$ cat src/sfr_pkg.sv
// Package of the serial frame receiver: phase codes, status codes, result word type
// and the reflected CRC-8 byte update. Depends on nothing.
package sfr_pkg;

   localparam int MAX_DATA_DEFAULT = 8;

   localparam logic [7:0] HDR_FIRST  = 8'h55;
   localparam logic [7:0] HDR_SECOND = 8'hAA;
   localparam logic [7:0] CRC_POLY   = 8'h8C;

   // Data bytes that are kept for the result word.
   localparam int KEEP_COUNT = 3;
   localparam int KEEP_IDX_W = 2;

   localparam logic [1:0] STATUS_OK     = 2'd0;
   localparam logic [1:0] STATUS_CRC    = 2'd1;
   localparam logic [1:0] STATUS_LENGTH = 2'd2;

   typedef enum logic [2:0] {
      PH_HUNT   = 3'd0,
      PH_LEN    = 3'd1,
      PH_DATA   = 3'd2,
      PH_CRC    = 3'd3,
      PH_TRAIL1 = 3'd4,
      PH_TRAIL2 = 3'd5
   } phase_type;

   typedef struct packed {
      logic signed [15:0] control_value;
      logic [7:0]         control_flag;
      logic [1:0]         frame_status;
   } rsp_type;

   typedef struct packed {
      logic    valid;
      rsp_type data;
   } rsp_push_type;

   // One byte through the LSB-first CRC-8 shift register.
   function automatic logic [7:0] crc8_feed(input logic [7:0] crc, input logic [7:0] b);
      logic [7:0] c;
      c = crc ^ b;
      for (int i = 0; i < 8; i++) begin
         if (c[0]) begin
            c = (c >> 1) ^ CRC_POLY;
         end else begin
            c = c >> 1;
         end
      end
      return c;
   endfunction

   // CRC after the two header bytes, seen from a zero start.
   localparam logic [7:0] HDR_CRC = crc8_feed(crc8_feed(8'h00, HDR_FIRST), HDR_SECOND);

endpackage

$ cat src/sfr_parser.sv
// Frame parser: header hunt, length check, data capture and CRC-8 check, one byte per
// cycle in which accept is high. Depends on sfr_pkg.
module sfr_parser #(
   parameter int MAX_DATA = sfr_pkg::MAX_DATA_DEFAULT
) (
   input  logic                 clock,
   input  logic                 reset,
   input  logic                 accept,
   input  logic [7:0]           rx_byte,
   output sfr_pkg::rsp_push_type push
);

   localparam int CW = $clog2(MAX_DATA + 1);
   localparam logic [7:0] MAX_B = 8'(MAX_DATA);

   sfr_pkg::phase_type phase_ff, phase_in;
   logic [7:0]         prev_ff, prev_in;
   logic [CW-1:0]      len_ff, len_in;
   logic [CW-1:0]      cnt_ff, cnt_in;
   logic [7:0]         crc_ff, crc_in;
   logic [7:0]         keep_ff [sfr_pkg::KEEP_COUNT];

   logic                          keep_we;
   logic [sfr_pkg::KEEP_IDX_W-1:0] keep_idx;
   logic [CW-1:0]                 cnt_next;
   logic [7:0]                    crc_upd;

   assign cnt_next = cnt_ff + CW'(1);
   assign crc_upd  = sfr_pkg::crc8_feed(crc_ff, rx_byte);

   always_comb begin
      phase_in = phase_ff;
      prev_in  = prev_ff;
      len_in   = len_ff;
      cnt_in   = cnt_ff;
      crc_in   = crc_ff;
      keep_we  = 1'b0;
      keep_idx = cnt_ff[sfr_pkg::KEEP_IDX_W-1:0];
      push.valid              = 1'b0;
      push.data.control_value = '0;
      push.data.control_flag  = '0;
      push.data.frame_status  = sfr_pkg::STATUS_OK;
      if (accept) begin
         unique case (phase_ff)
            sfr_pkg::PH_LEN: begin
               if (rx_byte < 8'd2 || rx_byte > MAX_B) begin
                  push.valid             = 1'b1;
                  push.data.frame_status = sfr_pkg::STATUS_LENGTH;
               end else begin
                  len_in   = CW'(rx_byte);
                  crc_in   = crc_upd;
                  cnt_in   = '0;
                  phase_in = sfr_pkg::PH_DATA;
               end
            end
            sfr_pkg::PH_DATA: begin
               if (cnt_ff < CW'(sfr_pkg::KEEP_COUNT)) begin
                  keep_we = 1'b1;
               end
               crc_in = crc_upd;
               cnt_in = cnt_next;
               if (cnt_next >= len_ff) begin
                  phase_in = sfr_pkg::PH_CRC;
               end
            end
            sfr_pkg::PH_CRC: begin
               if (rx_byte != crc_ff) begin
                  push.valid             = 1'b1;
                  push.data.frame_status = sfr_pkg::STATUS_CRC;
               end else begin
                  // With only two data bytes, the CRC byte sits at position five.
                  if (len_ff == CW'(2)) begin
                     keep_we  = 1'b1;
                     keep_idx = sfr_pkg::KEEP_IDX_W'(2);
                  end
                  phase_in = sfr_pkg::PH_TRAIL1;
               end
            end
            sfr_pkg::PH_TRAIL1: begin
               phase_in = sfr_pkg::PH_TRAIL2;
            end
            sfr_pkg::PH_TRAIL2: begin
               push.valid              = 1'b1;
               push.data.control_value = {keep_ff[1], keep_ff[0]};
               push.data.control_flag  = keep_ff[2];
               push.data.frame_status  = sfr_pkg::STATUS_OK;
            end
            default: begin
               // Header hunt; an unused phase code behaves the same way.
               phase_in = sfr_pkg::PH_HUNT;
               if (rx_byte == sfr_pkg::HDR_SECOND) begin
                  if (prev_ff == sfr_pkg::HDR_FIRST) begin
                     crc_in   = sfr_pkg::HDR_CRC;
                     cnt_in   = '0;
                     len_in   = '0;
                     phase_in = sfr_pkg::PH_LEN;
                  end
               end else begin
                  prev_in = rx_byte;
               end
            end
         endcase
         if (push.valid) begin
            phase_in = sfr_pkg::PH_HUNT;
            prev_in  = '0;
            len_in   = '0;
            cnt_in   = '0;
            crc_in   = '0;
         end
      end
   end

   always_ff @(posedge clock) begin
      if (reset) begin
         phase_ff <= sfr_pkg::PH_HUNT;
         prev_ff  <= '0;
         len_ff   <= '0;
         cnt_ff   <= '0;
         crc_ff   <= '0;
      end else begin
         phase_ff <= phase_in;
         prev_ff  <= prev_in;
         len_ff   <= len_in;
         cnt_ff   <= cnt_in;
         crc_ff   <= crc_in;
      end
   end

   always_ff @(posedge clock) begin
      if (keep_we) begin
         keep_ff[keep_idx] <= rx_byte;
      end
   end

endmodule

$ cat src/sfr_rsp_buf.sv
// Result output register with one skid entry, so that input keeps flowing while a
// finished word waits. Depends on sfr_pkg.
module sfr_rsp_buf (
   input  logic                  clock,
   input  logic                  reset,
   input  sfr_pkg::rsp_push_type push,
   input  logic                  out_ready,
   output logic                  out_valid,
   output sfr_pkg::rsp_type      out_data,
   output logic                  in_ready
);

   logic             out_valid_ff, out_valid_in;
   logic             skid_valid_ff, skid_valid_in;
   sfr_pkg::rsp_type out_data_ff, out_data_in;
   sfr_pkg::rsp_type skid_data_ff, skid_data_in;
   logic             pop;

   assign pop = out_valid_ff && out_ready;

   always_comb begin
      out_valid_in  = out_valid_ff;
      skid_valid_in = skid_valid_ff;
      out_data_in   = out_data_ff;
      skid_data_in  = skid_data_ff;
      // A push only happens while the skid entry is empty.
      priority if (skid_valid_ff) begin
         if (pop) begin
            out_data_in   = skid_data_ff;
            skid_valid_in = 1'b0;
         end
      end else if (push.valid) begin
         if (out_valid_ff && !pop) begin
            skid_data_in  = push.data;
            skid_valid_in = 1'b1;
         end else begin
            out_data_in  = push.data;
            out_valid_in = 1'b1;
         end
      end else if (pop) begin
         out_valid_in = 1'b0;
      end
   end

   always_ff @(posedge clock) begin
      if (reset) begin
         out_valid_ff  <= 1'b0;
         skid_valid_ff <= 1'b0;
      end else begin
         out_valid_ff  <= out_valid_in;
         skid_valid_ff <= skid_valid_in;
      end
   end

   always_ff @(posedge clock) begin
      out_data_ff  <= out_data_in;
      skid_data_ff <= skid_data_in;
   end

   assign out_valid = out_valid_ff;
   assign out_data  = out_data_ff;
   assign in_ready  = !skid_valid_ff;

endmodule

$ cat src/serial_frame_receiver_crc8_unit.sv
// Top level of the serial frame receiver with CRC-8 check.
// Depends on sfr_pkg, sfr_parser and sfr_rsp_buf.
//
// Usage: received serial bytes enter one word per handshake on the req_ channel
// (req_valid, req_ready, req_rx_byte). The receiver hunts for the header 0x55 0xAA,
// then takes a length byte, that many data bytes, a CRC byte and two trailer bytes.
// A complete frame, a CRC mismatch or a bad length each produce one result word on
// the rsp_ channel: control value, flag byte and a status code. All other bytes
// produce no result.
// Results: the word for the byte that completes or rejects the frame is registered in
// the output register, or in the skid entry while the output word is not being taken.
// Throughput: one byte per cycle while req_ready is high. The parser settles each byte
// in a single pass between its state registers and the result register.
// Stalls: while rsp_ready is low, one finished word waits in the output register and
// a second one in a skid entry; req_ready drops only when that skid entry is full.
// Reset: synchronous and active high; it returns the receiver to header hunting,
// clears the running CRC and counters, and empties the output register and skid.
module serial_frame_receiver_crc8_unit #(
   parameter int MAX_DATA = sfr_pkg::MAX_DATA_DEFAULT
) (
   input  logic               clock,
   input  logic               reset,
   input  logic               req_valid,
   output logic               req_ready,
   input  logic [7:0]         req_rx_byte,
   output logic               rsp_valid,
   input  logic               rsp_ready,
   output logic signed [15:0] rsp_control_value,
   output logic [7:0]         rsp_control_flag,
   output logic [1:0]         rsp_frame_status
);

   logic                  accept;
   sfr_pkg::rsp_push_type push;
   sfr_pkg::rsp_type      rsp_data;

   assign accept = req_valid && req_ready;

   // Byte parser; raises push.valid for the byte that ends or rejects a frame.
   sfr_parser #(
      .MAX_DATA (MAX_DATA)
   ) u_parser (
      .clock   (clock),
      .reset   (reset),
      .accept  (accept),
      .rx_byte (req_rx_byte),
      .push    (push)
   );

   // Output register plus skid entry between the parser and the rsp_ channel.
   sfr_rsp_buf u_rsp_buf (
      .clock     (clock),
      .reset     (reset),
      .push      (push),
      .out_ready (rsp_ready),
      .out_valid (rsp_valid),
      .out_data  (rsp_data),
      .in_ready  (req_ready)
   );

   assign rsp_control_value = rsp_data.control_value;
   assign rsp_control_flag  = rsp_data.control_flag;
   assign rsp_frame_status  = rsp_data.frame_status;

endmodule

$ cat config.mk
export PLATFORM = sky130hd
export DESIGN_NAME = serial_frame_receiver_crc8_unit
export DESIGN_NICKNAME = d
export VERILOG_FILES = /design/src/sfr_pkg.sv /design/src/sfr_parser.sv /design/src/sfr_rsp_buf.sv /design/src/serial_frame_receiver_crc8_unit.sv
export SDC_FILE = /design/constraint.sdc
export NUM_CORES = 1
export LEC_CHECK = 0
export BUFFER_PORTS_ARGS = -buffer_cell sky130_fd_sc_hd__buf_4
export CAP_MARGIN = 0
export CORE_ASPECT_RATIO = 1.1
export CORE_MARGIN = 5
export CORE_UTILIZATION = 63
export CTS_BUF_LIST = sky130_fd_sc_hd__clkbuf_16
export DETAILED_ROUTE_END_ITERATION = 8
export PLACE_DENSITY = 0.84
export SYNTH_ARGS = -nofsm -noshare
export SYNTH_HDL_FRONTEND = slang
export SYNTH_SLANG_ARGS = --single-unit
$ cat constraint.sdc
create_clock -name clock -period 9.35 [get_ports clock]
set_input_delay 0.935 -clock clock [delete_from_list [all_inputs] [get_ports clock]]
set_output_delay 0.935 -clock clock [all_outputs]
set_load 0.03 [all_outputs]
* Word-level counts from Yosys, hierarchy flattened
Memories as Yosys holds them, arrays and structs flattened.
Index checks and enable logic that the tools add are counted.
W data, S select, Z words.
** Word-level totals
- Flip-flop bits (word level) :: 81
- Bits in writable memories :: 24
- Input bits :: 12
- Output and inout port bits :: 28
- Word-level logic and storage cells :: 133
- Memories kept :: 1
** Cells by class
- Add/subtract/negate cells :: 1
- Magnitude comparators :: 4
- Equality and inequality tests :: 20
- Multiplexer cells :: 62
- Bitwise gates (word level) :: 10
- Reductions and logical operators :: 22
** Memory list
- u_parser.keep_ff :: depth 3, bits a word 8, rd ports 3, clocked after Yosys merged registers in 0, write ports 1, RTL line sfr_parser.sv:21 : logic [7:0] keep_ff [sfr_pkg::KEEP_COUNT];
** Operators by type and width (count)
- $mux W8 :: 15
- $mux W26 :: 4
- $mux W27 :: 1
- $mux W24 :: 1
- $mux W4 :: 6
- $not A2 Y3 :: 8
- $pmux W8 S3 :: 1
- $mux W1 :: 18
- $mux W3 :: 5
- $pmux W3 S5 :: 1
- $reduce_and A5 Y1 :: 3
- $pmux W4 S3 :: 1
- $reduce_and A3 Y1 :: 4
- $mux W2 :: 5
- $ne A2 B1 Y1 const B :: 5
- $eq A8 B7 Y1 const B :: 1
- $eq A8 B8 Y1 const B :: 1
- $gt A8 B4 Y1 const B :: 1
- $lt A8 B2 Y1 const B :: 1
- $ne A8 B8 Y1 :: 1
- $pmux W4 S2 :: 1
- $reduce_bool A4 Y1 :: 2
- $xor A8 B8 Y8 :: 1
- $eq A3 B2 Y1 const B :: 2
- 21 further kinds :: 30

* Depth between registers and ports, before layout
Gate-level depths: netlist (run 1).
- Depth in word-level cells :: 20
- Mapped depth :: 8

* Modules after synthesis
A second synthesis (run 1) with hierarchy kept.
** Unflattened totals
- Cell total of the unflattened synthesis :: 333
- Area total of the unflattened synthesis :: 4524.3 um^2
** By module, submodules not included
- sfr_parser :: times used 1, cells each 238, area each 2532.4 um^2, sequential area each 1261.2 um^2
- sfr_rsp_buf :: times used 1, cells each 94, area each 1985.7 um^2, sequential area each 1601.5 um^2
- serial_frame_receiver_crc8_unit :: times used 1, cells each 1, area each 6.3 um^2, sequential area each 0.0 um^2

* Worst setup path after synthesis (run 1)
Ideal clock, no wire load.
- Path kind :: in2reg
- Start :: input port req_rx_byte[2]
- End :: register u_rsp_buf.skid_data_ff[0] in the netlist's numbering (enable)
- Setup time :: 0.448 ns
- Data arrival time :: 3.753 ns
- Required time :: 8.902 ns
- Slack :: 5.149 ns
- Stages on the path :: 5
- Buffers on the path :: 0
- Path through :: xor2_1 -> and4b_1 -> a21boi_4 -> nor2_1 -> nor3b_1
** On the way
- Cells in the longest elaborated chain, start to end :: 7
** Ends and longest elaborated chain
- start, declared :: RTL line serial_frame_receiver_crc8_unit.sv:25 : input logic [7:0] req_rx_byte,
- $lt A8 B2 Y1 or $gt A8 B4 Y1 (tied branches) :: RTL line sfr_parser.sv:46 : if (rx_byte < 8'd2 || rx_byte > MAX_B) begin
- $logic_or A1 B1 Y1 :: RTL line sfr_parser.sv:46
- $mux W1 :: RTL line sfr_parser.sv:46
- $pmux W1 S3 * :: RTL line sfr_parser.sv:44 : unique case (phase_ff)
- $mux W1 * :: RTL line sfr_parser.sv:43 : if (accept) begin
- $mux W27 * :: RTL line sfr_parser.sv:43
- $reduce_and A3 Y1 (no source line) *
- end signal, assigned :: RTL line sfr_rsp_buf.sv:57 : skid_data_ff <= skid_data_in;
- end, declared :: RTL line sfr_rsp_buf.sv:16 : sfr_pkg::rsp_type skid_data_ff, skid_data_in;
Every way passes the cells marked *; elsewhere a longest branch is shown, timed or not. The select of a mux whose other input is x is not followed.
A chain may end at the register's enable or synchronous reset.

* Final worst setup path (run 1)
- Start :: register u_rsp_buf.skid_valid_ff
- End :: register u_parser.prev_ff[4]
** On the way
- Cells in the longest elaborated chain, start to end :: 3
** Ends and longest elaborated chain
- start, declared :: RTL line sfr_rsp_buf.sv:14 : logic skid_valid_ff, skid_valid_in;
- start signal, assigned :: RTL line sfr_rsp_buf.sv:51 : skid_valid_ff <= skid_valid_in;
- $logic_not A1 Y1 :: RTL line sfr_rsp_buf.sv:62 : assign in_ready = !skid_valid_ff;
- $logic_and A1 B1 Y1 :: RTL line serial_frame_receiver_crc8_unit.sv:37 : assign accept = req_valid && req_ready;
- $reduce_and A3 Y1 (no source line)
- end signal, assigned :: RTL line sfr_parser.sv:122 : prev_ff <= prev_in;
- end, declared :: RTL line sfr_parser.sv:17 : logic [7:0] prev_ff, prev_in;
Every way passes these cells.

==> results of run 1 <==
-- cells by family after synthesis --
group / share of synthesized area
simple gates: 0.1444
buf+inv: 0.01781
compound gates: 0.1244
flops: 0.6467
fa+ha+maj: 0.01413
xor+xnor: 0.05257
-- critical path, cell delays in order (launching register included) --
cell and delay [ns]:
dfxtp_1 1.03, nand2b_1 0.43, nor2_1 0.15, a21boi_4 0.20, nor3_1 0.70, a22oi_1 0.22
nor2_1 0.15
-- power by group through the flow --
stage	logic, W	registers, W	clock network [W]
after global placement	0.0000331	0.000507	0
final	0.0000340	0.000497	0.000350
after CTS	0.0000340	0.000497	0.000353
after global routing	0.0000369	0.000497	0.000378
after floorplan	0.0000209	0.000507	0
after detailed placement	0.0000339	0.000507	0
-- per-layer routing --
layer  track usage  vias to the layer above  part of all wire
met5             0                        -                 0
met4       0.07560                        0             0.030
met3       0.04777                       18             0.055
met2        0.3598                       87              0.52
met1        0.2479                     1350              0.40
li1              -                     1332                 -
-- sequential cells by signal, indices dropped and copies added, names as in the netlist --
| signal | cells |
|---|---|
| u_parser.crc_ff | 8 |
| u_rsp_buf.skid_data_ff | 26 |
| u_rsp_buf.skid_valid_ff | 1 |
| u_rsp_buf.out_data | 26 |
| u_parser.prev_ff | 8 |
| u_parser.keep_ff | 24 |
| u_parser.len_ff | 4 |
| u_parser.cnt_ff | 4 |
| u_parser.phase_ff | 3 |
| u_rsp_buf.out_valid | 1 |
-- layout by cell type, fill, tap and decap left out, types with 4 or more instances in the layout --
cell and n:
edfxtp_1 76, buf_4 44, dfxtp_1 29, a21o_1 28, and2_1 26, nor2_1 21
xnor2_1 14, a21oi_1 14, nand2_1 13, xor2_1 10, inv_1 9, a22oi_1 9
clkbuf_16 9, nand3b_1 7, o21ai_0 6, nor3_1 6, ha_1 5, a22o_1 4
-- area by class of cell --
class	instances	area, sq um	share of cell area
Sequential cell	105	2863	0.5608
Inverter	8	30.03	0.005882
Tap cell	85	106.4	0.02083
Clock inverter	7	55.05	0.01078
Timing Repair Buffer	44	330.3	0.06471
Clock buffer	9	225.2	0.04412
Multi-Input combinational cell	211	1495	0.2929
-- worst min path at each step --
stage	from	end	slack (ns)	cells after the start
floorplan	u_parser.crc_ff[1]$_SDFFE_PP0P_	u_parser.crc_ff[1]$_SDFFE_PP0P_	0.44	2
global placement	u_parser.crc_ff[0]$_SDFFE_PP0P_	u_parser.crc_ff[0]$_SDFFE_PP0P_	0.46	2
detailed placement	u_parser.crc_ff[5]$_SDFFE_PP0P_	u_parser.crc_ff[5]$_SDFFE_PP0P_	0.47	2
CTS	u_parser.crc_ff[5]$_SDFFE_PP0P_	u_parser.crc_ff[5]$_SDFFE_PP0P_	0.48	2
global route	u_parser.crc_ff[5]$_SDFFE_PP0P_	u_parser.crc_ff[5]$_SDFFE_PP0P_	0.51	2
finish	u_parser.crc_ff[5]$_SDFFE_PP0P_	u_parser.crc_ff[5]$_SDFFE_PP0P_	0.48	2
-- per-stage QoR --
| stage | hold slack, ns | setup WS, ns | instance area [sq um] | util | total power, W |
|---|---|---|---|---|---|
| 2_1_floorplan | 0.4436 | 5.149 | 4427 | - | 0.0005279 |
| 3_3_place_gp | 0.4568 | 6.285 | 4825 | 0.6965 | 0.0005401 |
| 3_5_place_dp | 0.4726 | 6.207 | 4825 | 0.6965 | 0.0005410 |
| 4_1_cts | 0.4829 | 6.416 | 5105 | 0.7370 | 0.0008834 |
| 5_1_grt | 0.5069 | 6.192 | 5105 | 0.7370 | 0.0009114 |
| 6_report | 0.4790 | 6.388 | 5105 | 0.7370 | 0.0008802 |
==> flow_summary.toml, run 1 <==
[critical_path]
worst_r2r_endpoint = "u_parser.prev_ff[4]$_SDFFE_PP0P_"
crit_path_end = "u_parser.prev_ff[4]$_SDFFE_PP0P_"
critPathKind = "register to register"
endpoint_kind = "register"
startpoint_type = "register"
crit_fanout = 31
required_ns = 9.62
arrival_ns = 3.23
r2r_cells = 6
crit_start = "u_rsp_buf.skid_valid_ff$_SDFF_PP0_"
rr_startpoint = "u_rsp_buf.skid_valid_ff$_SDFF_PP0_"
r2r_setup_slack_ns = 6.39

[clocking]
clk_pin_slew_ns = 0.07
cts_buffer_depth = 2
clock_latency_ns = 0.34
cts_tree = "done"
clock-sinks = 105
cts_resized = 0
post_cts_buffers = 0
h-tree-depth = 3
cts_buffers = 9
postCtsHoldBufs = 0
root_buffer = "clkbuf_16"

[yosys]
synth-async-reset-ratio = 0
ys_warn_count = 0
yosys_most_used_dff = "edfxtp_1"
synthCells = 337
yosysUniqueCellTypes = 50
ys_ff_latch = 105
synth_edf_count = 76
synth.top_cell.area_share = 0.5155
syn-mean-instance-area_sq_um = 13.14
netlist_top_cells_count = "edfxtp_1, dfxtp_1, a21o_1"
synth_most_common_cell = "edfxtp_1"
yosys.area.top_type = "edfxtp_1"
synth.area.top_cells = "edfxtp_1, dfxtp_1, a21o_1"
synth.cell_area_sq_um = 4427
ys_seq_area_frac = 0.6467
syn_nets = 354

[hold_path]
hold_path_class = "register to register"

[timing]
finClkSkew_ns = 0.009237
period_share = 0.3168
grt_setup_unrepaired = "false"
tns_ns = 0
tightestPinTransition_ns = 1.166
max_slew_margin = 0.2201
setup_viol = 0
fin_crit_ns = 2.962
final-hold-violation-count = 0
final_max_slew_viol_count = 0
fmax_ghz = 0.3376

[detailed_routing]
wl_per_cell_microns = 18.44
wl_microns = 8647
drc = 0
drt_iter0_drc = 194
routed_via_density = 5.942
vias = 2787
dr.pass1.iters = 4
ant_nets = 0

[status]
outcome = "complete, no violations"

[cells_and_area]
drive_gt1_frac = 0.1849
final_cells = 469
area_delta_synth_final_pct = 15.32
fin_nets = 396
num_antenna_cells = 0
fillers = 481

[power]
p_sw_frac = 0.2131
p_per_area_nw_per_um2 = 172.4
ir_drop_v = 0.0001149
p_comb_frac = 0.039
p_seq_frac = 0.564
clkPwrFrac = 0.397
leakage_nw = 2.097
p_sw_w = 0.0001876
p_int_w = 0.0006926

[placed_design]
gp_congestion = 0.9017
dp_hpwl_microns = 6025
port_buffers = 39
numPlacedInstances = 453

[floorplanning]
dieHeight_microns = 97.92
core_sq_um = 6927
rows = 32
pin_count = 40
initial_core_util = 0.6391
dieWidth_microns = 89.93
dieArea_sq_um = 8805

[run]
max-cap-violations = 0

[grt]
grt_pass1_vias = 2847
grt_overflow = 0
globalRouteTotalUtil = 0.2057
grt_first_pass_wirelength_microns = 14370
antenna_found_initial = 0
grt_max_degree = 32
Note: power is estimated with default switching activity, not from simulation.
==> inputs of run 2 (changes only) <==
--- a/config.mk
+++ b/config.mk
@@ -9,10 +9,10 @@
 export CAP_MARGIN = 0
 export CORE_ASPECT_RATIO = 1.1
 export CORE_MARGIN = 5
-export CORE_UTILIZATION = 63
+export CORE_UTILIZATION = 59
 export CTS_BUF_LIST = sky130_fd_sc_hd__clkbuf_16
 export DETAILED_ROUTE_END_ITERATION = 8
-export PLACE_DENSITY = 0.84
+export PLACE_DENSITY = 0.79
 export SYNTH_ARGS = -nofsm -noshare
 export SYNTH_HDL_FRONTEND = slang
 export SYNTH_SLANG_ARGS = --single-unit
==> constraint.sdc (replaced) <==
create_clock -name clock -period 2.9 [get_ports clock]
set_input_delay 0.29 -clock clock [delete_from_list [all_inputs] [get_ports clock]]
set_output_delay 0.29 -clock clock [all_outputs]
set_load 0.03 [all_outputs]
==> run 2 against run 1 <==
First-iteration DRC count is 24% lower. Utilization down 3.4 points. Count of clock-buffer cells in the layout is the same. Fmax grew 27%. Clock power increased to 3.5 times the previous value. Wire length is 0.69% lower. Via count fell by 1.7%. Worst hold slack lost 0.29 ns. Global-route usage shrank 0.78 points. Combinational power rose to 3.3 times the previous value. Design area is 1.7% higher. Highest routed layer unchanged.
==> flow_summary.toml, run 2 (synthesis results as in run 1) <==
[status]
outcome = "complete, no violations"

[timing]
max_slew_margin = 0.5399
fin_crit_ns = 2.339
fmax_ghz = 0.4276
hold_ws_ns = 0.1891
final_max_slew_viol_count = 0
setup_slack_ns = 0.5613
finClkSkew_ns = 0.004370
grt_setup_unrepaired = "false"
period_share = 0.8065
tns_ns = 0
tightestPinTransition_ns = 0.6838
setup_viol = 0
final-hold-violation-count = 0

[detailed_routing]
wl_per_cell_microns = 18.00
drc = 0
highest_layer = "met4"
dr.pass1.iters = 4
routed_via_density = 5.744
ant_nets = 0
vias = 2740
wl_met3_microns = 311
wl_met1_microns = 3755
wl_microns = 8587
drt_iter0_drc = 147
route.met2.wl_microns = 4273

[floorplanning]
pin_count = 40
dieWidth_microns = 92.59
dieHeight_microns = 100.8
initial_core_util = 0.5990
core_sq_um = 7391
dieArea_sq_um = 9337
rows = 33

[cells_and_area]
drive_gt1_frac = 0.2000
final_common_cell = "edfxtp_1"
area_delta_synth_final_pct = 17.30
fin_util = 0.7026
seqCellArea_sq_um = 2863
fillers = 548
layout_common_cells = "edfxtp_1, buf_4, dfxtp_1"
fin_nets = 402
multi_input_area_sq_um = 1501
num_antenna_cells = 0

[placed_design]
dp_hpwl_microns = 6007
place_ws_ns = 0.4180
port_buffers = 39
gp_congestion = 0.9230

[power]
p_total_w = 0.002950
ir_drop_v = 0.0004476
p_per_area_nw_per_um2 = 568.2
leakage_nw = 2.138

[grt]
grt_pass1_vias = 2775
globalRouteTotalUtil = 0.1979
antenna_found_initial = 0
grt_overflow = 0
grt_max_degree = 30
grt_first_pass_wirelength_microns = 13970

[hold_path]
hold_path_class = "input port to register"

[clocking]
h-tree-depth = 3
clock-sinks = 105
cts_tree = "done"
clk_pin_slew_ns = 0.07
root_buffer = "clkbuf_16"
cts_resized = 0
clock_latency_ns = 0.34
cts_buffer_depth = 2
cts_buffers = 9
post_cts_buffers = 0
postCtsHoldBufs = 0

[critical_path]
arrival_ns = 2.35
required_ns = 2.91
critPathKind = "register to register"
crit_fanout = 26
startpoint_type = "register"
endpoint_kind = "register"

[run]
max-cap-violations = 0
-- run 2: metrics by stage --
step	cell area, sq um	std cells
2_1_floorplan	4437	337
3_3_place_gp	4878	461
3_5_place_dp	4878	461
4_1_cts	5192	477
5_1_grt	5192	477
6_report	5192	477
-- run 2: layout make-up --
cell class,instances,area share
timing repair buffer,50,0.07229
multi-input combinational,211,0.2892
inverter,8,0.005783
clock buffer,9,0.04337
clock inverter,7,0.01711
sequential,105,0.5513
tap,87,0.02096
-- run 2: final timing paths --
| path | start | endpoint | slack, ns | cells after the start |
|---|---|---|---|---|
| min | rsp_ready | u_rsp_buf.skid_valid_ff$_SDFF_PP0_ | 0.19 | 2 |
| min reg2reg | u_parser.crc_ff[5]$_SDFFE_PP0P_ | u_parser.crc_ff[5]$_SDFFE_PP0P_ | 0.47 | 2 |
| max reg2reg | u_parser.phase_ff[1]$_SDFFE_PP0P_ | u_rsp_buf.skid_data_ff[7]$_DFFE_PP_ | 0.56 | 6 |
| max | u_parser.phase_ff[1]$_SDFFE_PP0P_ | u_rsp_buf.skid_data_ff[7]$_DFFE_PP_ | 0.56 | 6 |
-- run 2: report_power, final --
group	switching [W]	internal [W]	total (W)	leakage [nW]
clock network	0.000553	0.000685	0.00124	0.143
logic	0.0000645	0.0000462	0.000111	1.00
registers	0.00000335	0.00160	0.00160	0.990
total	0.000621	0.00233	0.00295	2.14
-- run 2: critical path, stage by stage, from the launching register on --
cell      delay, ns
dfxtp_1        0.49
nand3b_1       0.22
nor2_1         0.23
a21boi_4       0.36
nor2_1         0.17
nor3b_4        0.19
buf_4          0.34
-- run 2: layer usage --
metal / vias up / global-route usage
met5: - / 0
met4: 0 / 0.09371
met3: 16 / 0.03585
met2: 64 / 0.3309
met1: 1320 / 0.2508
li1: 1340 / -
==> inputs of run 3 (changes only) <==
--- a/config.mk
+++ b/config.mk
@@ -9,10 +9,10 @@
 export CAP_MARGIN = 0
 export CORE_ASPECT_RATIO = 1.1
 export CORE_MARGIN = 5
-export CORE_UTILIZATION = 59
+export CORE_UTILIZATION = 53
 export CTS_BUF_LIST = sky130_fd_sc_hd__clkbuf_16
 export DETAILED_ROUTE_END_ITERATION = 8
-export PLACE_DENSITY = 0.79
+export PLACE_DENSITY = 0.75
 export SYNTH_ARGS = -nofsm -noshare
 export SYNTH_HDL_FRONTEND = slang
 export SYNTH_SLANG_ARGS = --single-unit
==> constraint.sdc (replaced) <==
create_clock -name clock -period 1.95 [get_ports clock]
set_input_delay 0.195 -clock clock [delete_from_list [all_inputs] [get_ports clock]]
set_output_delay 0.195 -clock clock [all_outputs]
set_load 0.03 [all_outputs]
==> run 3 against run 2 <==
The run now ends with negative setup slack left. Clock power increased by 48%. Highest routed layer unchanged. Sequential power increased by 49%. Fmax increased by 9.6%. Sequential cell count unchanged. Design area increased by 16%. Cell count increased by 18%. Die area increased by 10%. Non-clock buffer count increased by 64. Count of clock-buffer cells in the layout unchanged. Utilization increased by 2.7 points.
==> flow_summary.toml, run 3 (synthesis results as in run 1) <==
[grt]
grt_first_pass_wirelength_microns = 16120
antenna_found_initial = 0
grt_busiest_layer = "met2"
globalRouteTotalUtil = 0.1985
grt_overflow = 0
use_met1 = 0.2337
use_met3 = 0.04368
met2_usage = 0.3560
grt_max_degree = 30
grt_pass1_vias = 3153

[timing]
tightestPinTransition_ns = 0.6809
grt_setup_unrepaired = "true"
setup_slack_ns = -0.1848
finClkSkew_ns = 0.008822
setup_viol = 67
max_slew_margin = 0.5455
tns_ns = -3.500
final_max_slew_viol_count = 0
period_share = 1.095
fmax_ghz = 0.4684
hold_ws_ns = 0.09819
final-hold-violation-count = 0
fin_crit_ns = 2.135

[cells_and_area]
final_common_cell = "buf_4"
num_antenna_cells = 0
final_cells = 565
drive_gt1_frac = 0.3899
layout_common_cells = "buf_4, edfxtp_1, a21o_1"
final_area_sq_um = 6042
fillers = 533
area_delta_synth_final_pct = 36.49
fin_nets = 466

[floorplanning]
rows = 35
initial_core_util = 0.5348
dieWidth_microns = 97.14
dieHeight_microns = 105.9
core_sq_um = 8277
pin_count = 40
dieArea_sq_um = 10280

[critical_path]
critPathKind = "register to register"
startpoint_type = "register"
path_cells = "or4bb_4 > nor4_4 > o211ai_2 > nor3b_4 > or4_4 > o21ai_2"
r2r_cells = 6
required_ns = 2.23
rr_startpoint = "u_parser.prev_ff[6]$_SDFFE_PP0P_"
endpoint_kind = "register"
crit_start = "u_parser.prev_ff[6]$_SDFFE_PP0P_"
crit_fanout = 3
critPathSlowestCell = "or4bb_4"
max_stage_delay_ns = 0.54
arrival_ns = 2.41

[clocking]
clock-sinks = 105
postCtsHoldBufs = 0
cts_tree = "done"
h-tree-depth = 3
clock_latency_ns = 0.34
clk_pin_slew_ns = 0.07
cts_buffers = 9
cts_buffer_depth = 2
root_buffer = "clkbuf_16"

[detailed_routing]
ant_nets = 0
wl_per_cell_microns = 17.64
drc = 0
wl_microns = 9969
dr.pass1.iters = 4
drt_iter0_drc = 133
routed_via_density = 5.492
vias = 3103

[hold_path]
hold_path_class = "input port to register"
hold_depth = 2
hold_start = "rsp_ready"

[status]
outcome = "complete, but fails checks"
failed_checks = "negative setup slack"

[placed_design]
place_ws_ns = -0.3225
port_buffers = 39
dp_hpwl_microns = 6370
numPlacedInstances = 534
dpl_cell_area_sq_um = 5428
gp_congestion = 0.9472

[power]
p_per_area_nw_per_um2 = 735.9
leakage_nw = 2.516
ir_drop_v = 0.0004194

[run]
max-cap-violations = 0
run 3: cell count changes in the layout (fill, tap and decap cells not counted), sizes merged:
cell      previous run  this run
buf                 50       113
clkinvlp             3         0
inv                 10        12
clkbuf               9        10
clkinv               1         2
run 3: critical path, delay by kind of cell (launching register included):
kind               cells  cell delay [ns]
and+or+nand+nor        4             1.49
DFF                    1             0.34
AOI/OAI and AO/OA      2             0.23
run 3: final timing paths:
path                                                            to  slack, ns
worst max-delay path               u_parser.crc_ff[2]$_SDFFE_PP0P_      -0.18
worst min-delay path            u_rsp_buf.skid_valid_ff$_SDFF_PP0_        0.1
worst max register to register     u_parser.crc_ff[2]$_SDFFE_PP0P_      -0.18
worst min register to register     u_parser.crc_ff[0]$_SDFFE_PP0P_       0.47
run 3: power by group:
part | leakage [nW] | switching (W) | internal [W]
registers | 0.994 | 0.00000589 | 0.00238
clock network | 0.154 | 0.000819 | 0.00102
logic | 1.37 | 0.000114 | 0.000109
run 3: repair_timing:
action                     4_1_cts  5_1_grt
setup buffers                   11        4
setup endpoints to repair      125       95
resized for setup               23       18
pin swaps                        8       10
gates cloned                     2        1
run 3: cell type report:
type                            instances  area, sq um  share of cell area
Timing Repair Buffer                  114        996.0              0.1648
Clock buffer                            9        225.2             0.03727
Multi-Input combinational cell        211         1694              0.2804
Sequential cell                       105         2874              0.4757
Clock inverter                          7        83.83             0.01387
Tap cell                              111        138.9             0.02299
Inverter                                8        30.03            0.004970
run 3: per-layer routing:
| metal | wire length (microns) | up-vias |
|---|---|---|
| met1 | 3959 | 1510 |
| met5 | 0 | - |
| met3 | 532 | 25 |
| met2 | 5182 | 98 |
| li1 | - | 1470 |
| met4 | 295 | 0 |
run 3: through the flow:
stage / total power (W) / utilization
3_5_place_dp: 0.002638 / 0.6558
3_3_place_gp: 0.002636 / 0.6558
6_report: 0.004446 / 0.7300
2_1_floorplan: 0.002532 / -
5_1_grt: 0.004597 / 0.7300
4_1_cts: 0.004454 / 0.7188
